### src/hdl/dpxp_pkg.sv
// ----------------------------------------------------------------------------
// dpxp_pkg
// Shared types and constants for the dual-window XRAM portal with byte stack.
// ----------------------------------------------------------------------------
package dpxp_pkg;

  // Storage sizing
  localparam int RAM_ADDR_BITS  = 16;
  localparam int STACK_DEPTH    = 512;
  localparam int STACK_IDX_BITS = $clog2(STACK_DEPTH);
  localparam int STACK_POS_BITS = $clog2(STACK_DEPTH + 1);

  // Field widths
  localparam int ADDR_W = 16;
  localparam int BYTE_W = 8;
  localparam int MODE_W = 4;

  // Configuration port
  localparam int CFG_ADDR_BITS = 3;
  localparam int CFG_DATA_BITS = 32;
  localparam logic REG_STEP_PORT0 = 1'b0;
  localparam logic REG_STEP_PORT1 = 1'b1;
  localparam logic [BYTE_W-1:0] STEP_RESET = 8'd1;

  // Bus access modes
  localparam logic [MODE_W-1:0] MODE_W0_ADDR_HI = 4'd0;
  localparam logic [MODE_W-1:0] MODE_W0_ADDR_LO = 4'd1;
  localparam logic [MODE_W-1:0] MODE_W0_WRITE   = 4'd2;
  localparam logic [MODE_W-1:0] MODE_W0_READ    = 4'd3;
  localparam logic [MODE_W-1:0] MODE_W1_ADDR_HI = 4'd4;
  localparam logic [MODE_W-1:0] MODE_W1_ADDR_LO = 4'd5;
  localparam logic [MODE_W-1:0] MODE_W1_WRITE   = 4'd6;
  localparam logic [MODE_W-1:0] MODE_W1_READ    = 4'd7;
  localparam logic [MODE_W-1:0] MODE_PUSH       = 4'd8;
  localparam logic [MODE_W-1:0] MODE_POP        = 4'd9;
  localparam logic [MODE_W-1:0] MODE_STACK_RST  = 4'd10;

  // Window step settings handed from the register block to the core
  typedef struct packed {
    logic [BYTE_W-1:0] step_port0;
    logic [BYTE_W-1:0] step_port1;
  } cfg_t;

  // Address plus sign-extended step, wrapping at 16 bits
  function automatic logic [ADDR_W-1:0] advance(input logic [ADDR_W-1:0] addr,
                                                input logic [BYTE_W-1:0] step);
    advance = addr + {{(ADDR_W-BYTE_W){step[BYTE_W-1]}}, step};
  endfunction

endpackage

### src/hdl/dpxp_regs.sv
// ----------------------------------------------------------------------------
// dpxp_regs
// APB register block holding the two signed window step settings.
// ----------------------------------------------------------------------------
module dpxp_regs (
  input  logic                                 clk,
  input  logic                                 rst,
  input  logic                                 psel,
  input  logic                                 penable,
  input  logic                                 pwrite,
  input  logic [dpxp_pkg::CFG_ADDR_BITS-1:0]   paddr,
  input  logic [dpxp_pkg::CFG_DATA_BITS-1:0]   pwdata,
  output logic [dpxp_pkg::CFG_DATA_BITS-1:0]   prdata,
  output logic                                 pready,
  output dpxp_pkg::cfg_t                       cfg
);

  logic wr_xfer;
  logic reg_sel;

  assign pready  = 1'b1;
  assign wr_xfer = psel & penable & pwrite;
  assign reg_sel = paddr[2];

  // Register writes on the access phase
  always_ff @(posedge clk) begin
    if (rst) begin
      cfg.step_port0 <= dpxp_pkg::STEP_RESET;
      cfg.step_port1 <= dpxp_pkg::STEP_RESET;
    end else if (wr_xfer) begin
      if (reg_sel == dpxp_pkg::REG_STEP_PORT0) begin
        cfg.step_port0 <= pwdata[dpxp_pkg::BYTE_W-1:0];
      end else begin
        cfg.step_port1 <= pwdata[dpxp_pkg::BYTE_W-1:0];
      end
    end
  end

  // Read mux
  always_comb begin
    if (reg_sel == dpxp_pkg::REG_STEP_PORT0) begin
      prdata = dpxp_pkg::CFG_DATA_BITS'(cfg.step_port0);
    end else begin
      prdata = dpxp_pkg::CFG_DATA_BITS'(cfg.step_port1);
    end
  end

endmodule

### config.mk
export PLATFORM = sky130hd
export DESIGN_NAME = dpxp_regs
export DESIGN_NICKNAME = d
export VERILOG_FILES = /design/src/hdl/dpxp_pkg.sv /design/src/hdl/dpxp_regs.sv
export SDC_FILE = /design/constraint.sdc
export NUM_CORES = 1
export LEC_CHECK = 0
export BUFFER_PORTS_ARGS = -buffer_cell sky130_fd_sc_hd__buf_2
export CAP_MARGIN = 20
export CORE_ASPECT_RATIO = 2
export CORE_MARGIN = 1.5
export CORE_UTILIZATION = 35
export DETAILED_ROUTE_END_ITERATION = 12
export GPL_ROUTABILITY_DRIVEN = 0
export PLACE_DENSITY = 0.72
export SLEW_MARGIN = 20
export SYNTH_ARGS = -nofsm -noshare
export SYNTH_HDL_FRONTEND = slang
export SYNTH_SLANG_ARGS = --single-unit
### constraint.sdc
create_clock -name clk -period 2.2 [get_ports clk]
set_input_delay 0.33 -clock clk [delete_from_list [all_inputs] [get_ports clk]]
set_output_delay 0.33 -clock clk [all_outputs]
set_load 0.005 [all_outputs]
# Word level (Yosys, flattened, before mapping)
# Cells that the tools add are included.
# totals
ff_bits	16
latch_bits	0
ramBits	0
mem_bits_ro	0
inputBits	40
output_inout_bits	49
elab_cells	8
memories	0
# op_classes
addsub	0
mul	0
n_div	0
order_cmp	0
eq_ne	0
n_shift	0
mux	1
bitwise	3
reduce_logical	2
# op_table
operator	n
$mux W8	1
$reduce_and A2 Y1	2
$and A1 B1 Y1	2
$not A1 Y1	1

# Logic depth before layout (Yosys ltp)
# Gate-level depths: netlist of run 1.
# logic_depth
ltp_word	3
ltp_mapped	4
mapped_depth_nobuf	2

# Worst setup path before layout of run 1
# No wires, ideal clock.
# synth_timing
path_kind	input to output
from	input port paddr[2] (netlist bit)
to	output port prdata[0] (netlist bit)
t_arrival_ns	0.774
required_ns	1.870
path_slack_ns	1.096
stages	2
path_buffers	1
cell_sequence	buf_6 > mux2_2
# synth_via
elab_chain_cells	1
# synth_rtl
item	line_no	text
from (decl)	dpxp_regs.sv:11	input logic [dpxp_pkg::CFG_ADDR_BITS-1:0] paddr,
$mux W8	dpxp_regs.sv:41	if (reg_sel == dpxp_pkg::REG_STEP_PORT0) begin
to (decl)	dpxp_regs.sv:13	output logic [dpxp_pkg::CFG_DATA_BITS-1:0] prdata,
# Every way passes these cells.

# Worst setup path after layout of run 1
# layout_timing
from	input port paddr[2] (netlist bit)
to	output port prdata[7] (netlist bit)
# Same word-level chain as after synthesis.

==> flow_metrics.tcl, run 1 <==
set metrics [dict create \
    synth_area_um2 982 \
    grt.busiest_layer "met2" \
    yosys-top-cells-count "25 x buf_4, 21 x nand2b_1, 16 x dfxtp_1, 16 x mux2i_1, 8 x mux2_2" \
    syn_inst 98 \
    drt_wl_total_um 1850 \
    maxCapViolCount 0 \
    ys_seq_elements 16 \
    die_area_mm2 0.00315 \
    post-place-ws_ns 0.681 \
    synth_edf_count 0 \
    critPathLaunchType "input port" \
    coreArea_mm2 0.00270 \
    grt_overflow_total 0 \
    tightest_slew_ns 0.520 \
    power_uw 634 \
    p_per_area_mw_per_mm2 569 \
    grt_max_degree 25 \
    relSlewSlack 0.654 \
    min_period_ns 1.39 \
    antenna_found_initial 0 \
    worst-endpoint-required_ns 1.87 \
    synthArstFlopShare 0 \
    largest_reg_flops 16 \
    wire_per_inst_um 11.5 \
    fin_skew_ns 0 \
    grt_pass1_wl_um 2750 \
    die_h_um 77.9 \
    post_cts_buffers 0 \
    cts_max_level 1 \
    synthDistinctLibCells 11 \
    clkTransAtPathRegs_ns 0.06 \
    synth_ff_type "dfxtp_1" \
    grt_util_met1 0.129 \
    crit_path_end_kind "output pin" \
    post_route_cells_drive_above_1_share 0.379 \
    cts.sinks 16 \
    ys_seq_area_frac 0.326 \
    cts_root_buf "clkbuf_8" \
    io_buffer_count 37 \
    hold_buffers 0 \
    dpl.hpwl_um 1400 \
    vias 704 \
    setup_viol 0 \
    drcViolationCount 0 \
    cts_tree "done" \
    grt_pass1_vias 605 \
    finalCritPeriodShare 0.632 \
    cts_buffers 3 \
    fillCellCount 284 \
    routed_via_density 4.37 \
    hold_violations 0 \
    initial_core_util 0.363 \
    ys.warnings.count 0 \
    fmax_ghz 0.719 \
    synth_top_area_cell "dfxtp_1" \
    die_w_um 40.5 \
    p_leak_nw 0.606 \
    worst_hold_slack_ns 0.359 \
    drtAntennaViolNets 0 \
    synth_top_area_frac 0.326 \
    drt_iter0_drc 8 \
    ys_top_cells_by_area "dfxtp_1 33%, buf_4 19%, mux2i_1 16%" \
    insertedDiodeCount 0 \
    clock_path_buffers 2 \
    synth.most_common_cell "buf_4" \
    pin_count 89 \
    hold_path.class "in -> reg" \
    dp_cells 157 \
    final_cells 161 \
    first_pass_iters 4 \
    grtUsageTotal 0.128 \
    setup_ws_ns 0.810 \
    drv_slew 0 \
    path_class "in -> out" \
    regMostFlops "cfg" \
    clkLatencyLatePin_ns 0.25 \
    use_met2 0.219 \
    biggestRegsByFlops "cfg x16" \
    setup-tns-final_ns 0 \
    rows 27 \
    grtUsageMet3 0.0171 \
    status "finished, final reports clean" \
    syn2layout_area_growth_pct 13.6 \
    ctsResizeCount 0 \
    grt_setup_unrepaired "no" \
    cp.arrival_ns 1.06 \
    fin_nets 173 \
    peakVddDrop_mv 0.358 \
    cp_max_fo 10 \
    avgSynthCellArea_um2 10.0 \
]
[layer usage]
layer | vias up | share of wire
met5 | - | 0
met4 | 0 | 0.034
met3 | 5 | 0.063
met2 | 42 | 0.54
met1 | 322 | 0.36
li1 | 335 | -
[kinds of logic (layout without fill, tap and decap cells)]
kind of cell / Yosys count / after routing / share of synthesized area
multiplexers: 24 / 24 / 0.255
flip-flops: 16 / 16 / 0.326
other: 2 / 25 / 0.00765
AND/OR/NAND/NOR: 26 / 26 / 0.178
buffers and inverters: 30 / 41 / 0.233
[stage by stage]
| step | utilization | cell area [um2] |
|---|---|---|
| floorplan | - | 1070 |
| global placement | 0.393 | 1060 |
| detailed placement | 0.393 | 1060 |
| CTS | 0.413 | 1120 |
| global route | 0.413 | 1120 |
| finish | 0.413 | 1120 |
[cell usage in the layout (no fill, tap or decap), drive strengths merged]
cell type and n:
conb 25, buf 37, dfxtp 16, clkbuf 4
nand2b 21, mux2i 16, and4 1, nand4b 1
nor2 3, mux2 8
[area by class of cell]
cell class                      count  area (um2)  area share
Tap cell                           29        36.3      0.0325
Timing Repair Buffer               37         185       0.166
Sequential cell                    16         320       0.287
Multi-Input combinational cell     75         519       0.465
Clock buffer                        4        55.1      0.0493
[critical path, stage by stage]
cell	delay, ns
buf_2	0.23
mux2_2	0.37
buf_2	0.13
[final timing paths]
check | from | end | slack, ns | cells after the start
worst max-delay path | paddr[2] | prdata[7] | 0.81 | 3
worst min register to register | cfg[2]$_SDFFE_PP0P_ | cfg[2]$_SDFFE_PP0P_ | 0.48 | 2
worst min-delay path | pwdata[0] | cfg[0]$_SDFFE_PP1P_ | 0.36 | 3
worst max register to register | cfg[6]$_SDFFE_PP0P_ | cfg[6]$_SDFFE_PP0P_ | 1.56 | 2
[report_power, final]
| part | internal [mW] | switching [mW] | total (mW) |
|---|---|---|---|
| Sequential | 0.296 | 0.00445 | 0.301 |
| Combinational | 0.0337 | 0.0381 | 0.0718 |
| Clock | 0.159 | 0.103 | 0.262 |
No activity file was read; power rests on OpenSTA's default activity.
==> inputs of run 2 (changes only) <==
--- a/config.mk
+++ b/config.mk
@@ -9,10 +9,10 @@
 export CAP_MARGIN = 20
 export CORE_ASPECT_RATIO = 2
 export CORE_MARGIN = 1.5
-export CORE_UTILIZATION = 35
+export CORE_UTILIZATION = 33
 export DETAILED_ROUTE_END_ITERATION = 12
 export GPL_ROUTABILITY_DRIVEN = 0
-export PLACE_DENSITY = 0.72
+export PLACE_DENSITY = 0.71
 export SLEW_MARGIN = 20
 export SYNTH_ARGS = -nofsm -noshare
 export SYNTH_HDL_FRONTEND = slang
==> constraint.sdc (replaced) <==
create_clock -name clk -period 1.1 [get_ports clk]
set_input_delay 0.165 -clock clk [delete_from_list [all_inputs] [get_ports clk]]
set_output_delay 0.165 -clock clk [all_outputs]
set_load 0.005 [all_outputs]
==> flow_metrics.tcl, run 2 (synthesis results as in run 1) <==
set metrics [dict create \
    fin_nets 187 \
    antenna_found_initial 0 \
    vias 754 \
    cts_root_buf "clkbuf_8" \
    grt_pass1_vias 665 \
    post-place-ws_ns -0.0135 \
    fillCellCount 279 \
    grt_setup_unrepaired "yes" \
    die_area_mm2 0.00333 \
    crit_path_end_kind "output pin" \
    first_pass_iters 4 \
    cts_max_level 1 \
    placed_area_mm2 0.00108 \
    maxCapViolCount 0 \
    syn2layout_area_growth_pct 28.2 \
    insertedDiodeCount 0 \
    violations "negative setup slack" \
    fmax_ghz 0.902 \
    use_met2 0.195 \
    p_per_area_mw_per_mm2 945 \
    io_buffer_count 37 \
    switchingPower_uw 267 \
    grt_max_degree 25 \
    die_h_um 80.2 \
    pin_count 89 \
    cts_buffers 3 \
    p_seq_frac 0.505 \
    grt.busiest_layer "met2" \
    initial_core_util 0.350 \
    cp.arrival_ns 0.94 \
    design_area_mm2 0.00126 \
    grt_pass1_wl_um 2910 \
    drtAntennaViolNets 0 \
    drt_wl_total_um 1840 \
    die_w_um 41.6 \
    cp_max_fo 2 \
    drv_slew 0 \
    layout_common_cells "35 x buf_2, 25 x conb_1, 21 x nand2b_1, 16 x mux2i_1, 15 x dfxtp_2" \
    path_class "reg -> out" \
    setup_viol 1 \
    final_common_cell "buf_2" \
    min_period_ns 1.11 \
    clkPwrFrac 0.353 \
    cts.sinks 16 \
    clkTransAtPathRegs_ns 0.06 \
    hold_path.class "in -> reg" \
    biggestRegsByFlops "cfg x16" \
    hold_violations 0 \
    cts_tree "done" \
    regToRegSetupSlack_ns 0.37 \
    rows 27 \
    coreArea_mm2 0.00280 \
    dpl.hpwl_um 1310 \
    intPower_uw 922 \
    grt_util_met1 0.132 \
    regMostFlops "cfg" \
    peakVddDrop_mv 0.580 \
    combPwrFrac 0.142 \
    finalCritPeriodShare 1.01 \
    largest_reg_flops 16 \
    clock_path_buffers 2 \
    status "finished, violations left" \
    grtUsageTotal 0.108 \
    drcViolationCount 0 \
    grt_overflow_total 0 \
    critPathLaunchType "flop" \
    clkLatencyLatePin_ns 0.24 \
    wire_per_inst_um 10.6 \
    grtUsageMet3 0.0202 \
    drt_iter0_drc 4 \
    sw_frac_of_total 0.225 \
    fin_skew_ns 0 \
    worst_hold_slack_ns 0.197 \
    worst-endpoint-required_ns 0.94 \
    p_leak_nw 0.686 \
    setup_ws_ns -0.00888 \
    post_route_cells_drive_above_1_share 0.538 \
    routed_via_density 4.33 \
    utilization 0.449 \
]
[run 2: changes by cell type in the layout (fill, tap and decap cells not counted), sizes merged]
cell / previous run / this run
buf: 37 / 51
clkbuf: 4 / 3
[run 2: power by group through the flow]
| stage | Clock, mW | Sequential (mW) | Combinational [mW] |
|---|---|---|---|
| detailed placement | 0 | 0.614 | 0.147 |
| finish | 0.420 | 0.601 | 0.169 |
| CTS | 0.440 | 0.601 | 0.165 |
| global placement | 0 | 0.613 | 0.144 |
| floorplan | 0 | 0.614 | 0.157 |
| global route | 0.470 | 0.603 | 0.187 |
[run 2: metal layers]
metal / up-vias / routed length (um) / part of all wire
met5: - / 0 / 0
met4: 0 / 0 / 0
met3: 0 / 148 / 0.080
met2: 46 / 963 / 0.52
met1: 345 / 731 / 0.40
li1: 363 / - / -
[run 2: final cells by class]
| class | instances | area (um2) | area share |
|---|---|---|---|
| multi-input combinational | 75 | 527 | 0.418 |
| sequential | 16 | 339 | 0.269 |
| timing repair buffer | 51 | 315 | 0.250 |
| clock buffer | 3 | 41.3 | 0.0328 |
| tap | 29 | 36.3 | 0.0288 |
[run 2: worst max-delay path: stages (launching register included)]
cell and delay (ns):
dfxtp_2 0.32, mux2_4 0.27, buf_6 0.12
[run 2: worst paths after layout]
kind / from / depth (start not counted) / to
worst min register to register: cfg[9]$_SDFFE_PP0P_ / 2 / cfg[9]$_SDFFE_PP0P_
worst max-delay path: cfg[12]$_SDFFE_PP0P_ / 2 / prdata[4]
worst max register to register: cfg[8]$_SDFFE_PP1P_ / 3 / cfg[8]$_SDFFE_PP1P_
worst min-delay path: pwdata[0] / 3 / cfg[0]$_SDFFE_PP1P_
[run 2: what timing repair did]
action / CTS / global route
setup endpoints to repair: 8 / 8
hold buffers: 0 / 0
resized for setup: 15 / 4
buffers inserted: 13 / 0
[run 2: through the flow]
stage,setup TNS (ns),instances,total power [mW]
after floorplan,0,121,0.772
after global placement,0,158,0.756
after detailed placement,-0.0135,158,0.761
after CTS,-0.0166,174,1.21
after global routing,-0.232,174,1.26
final,-0.00888,174,1.19
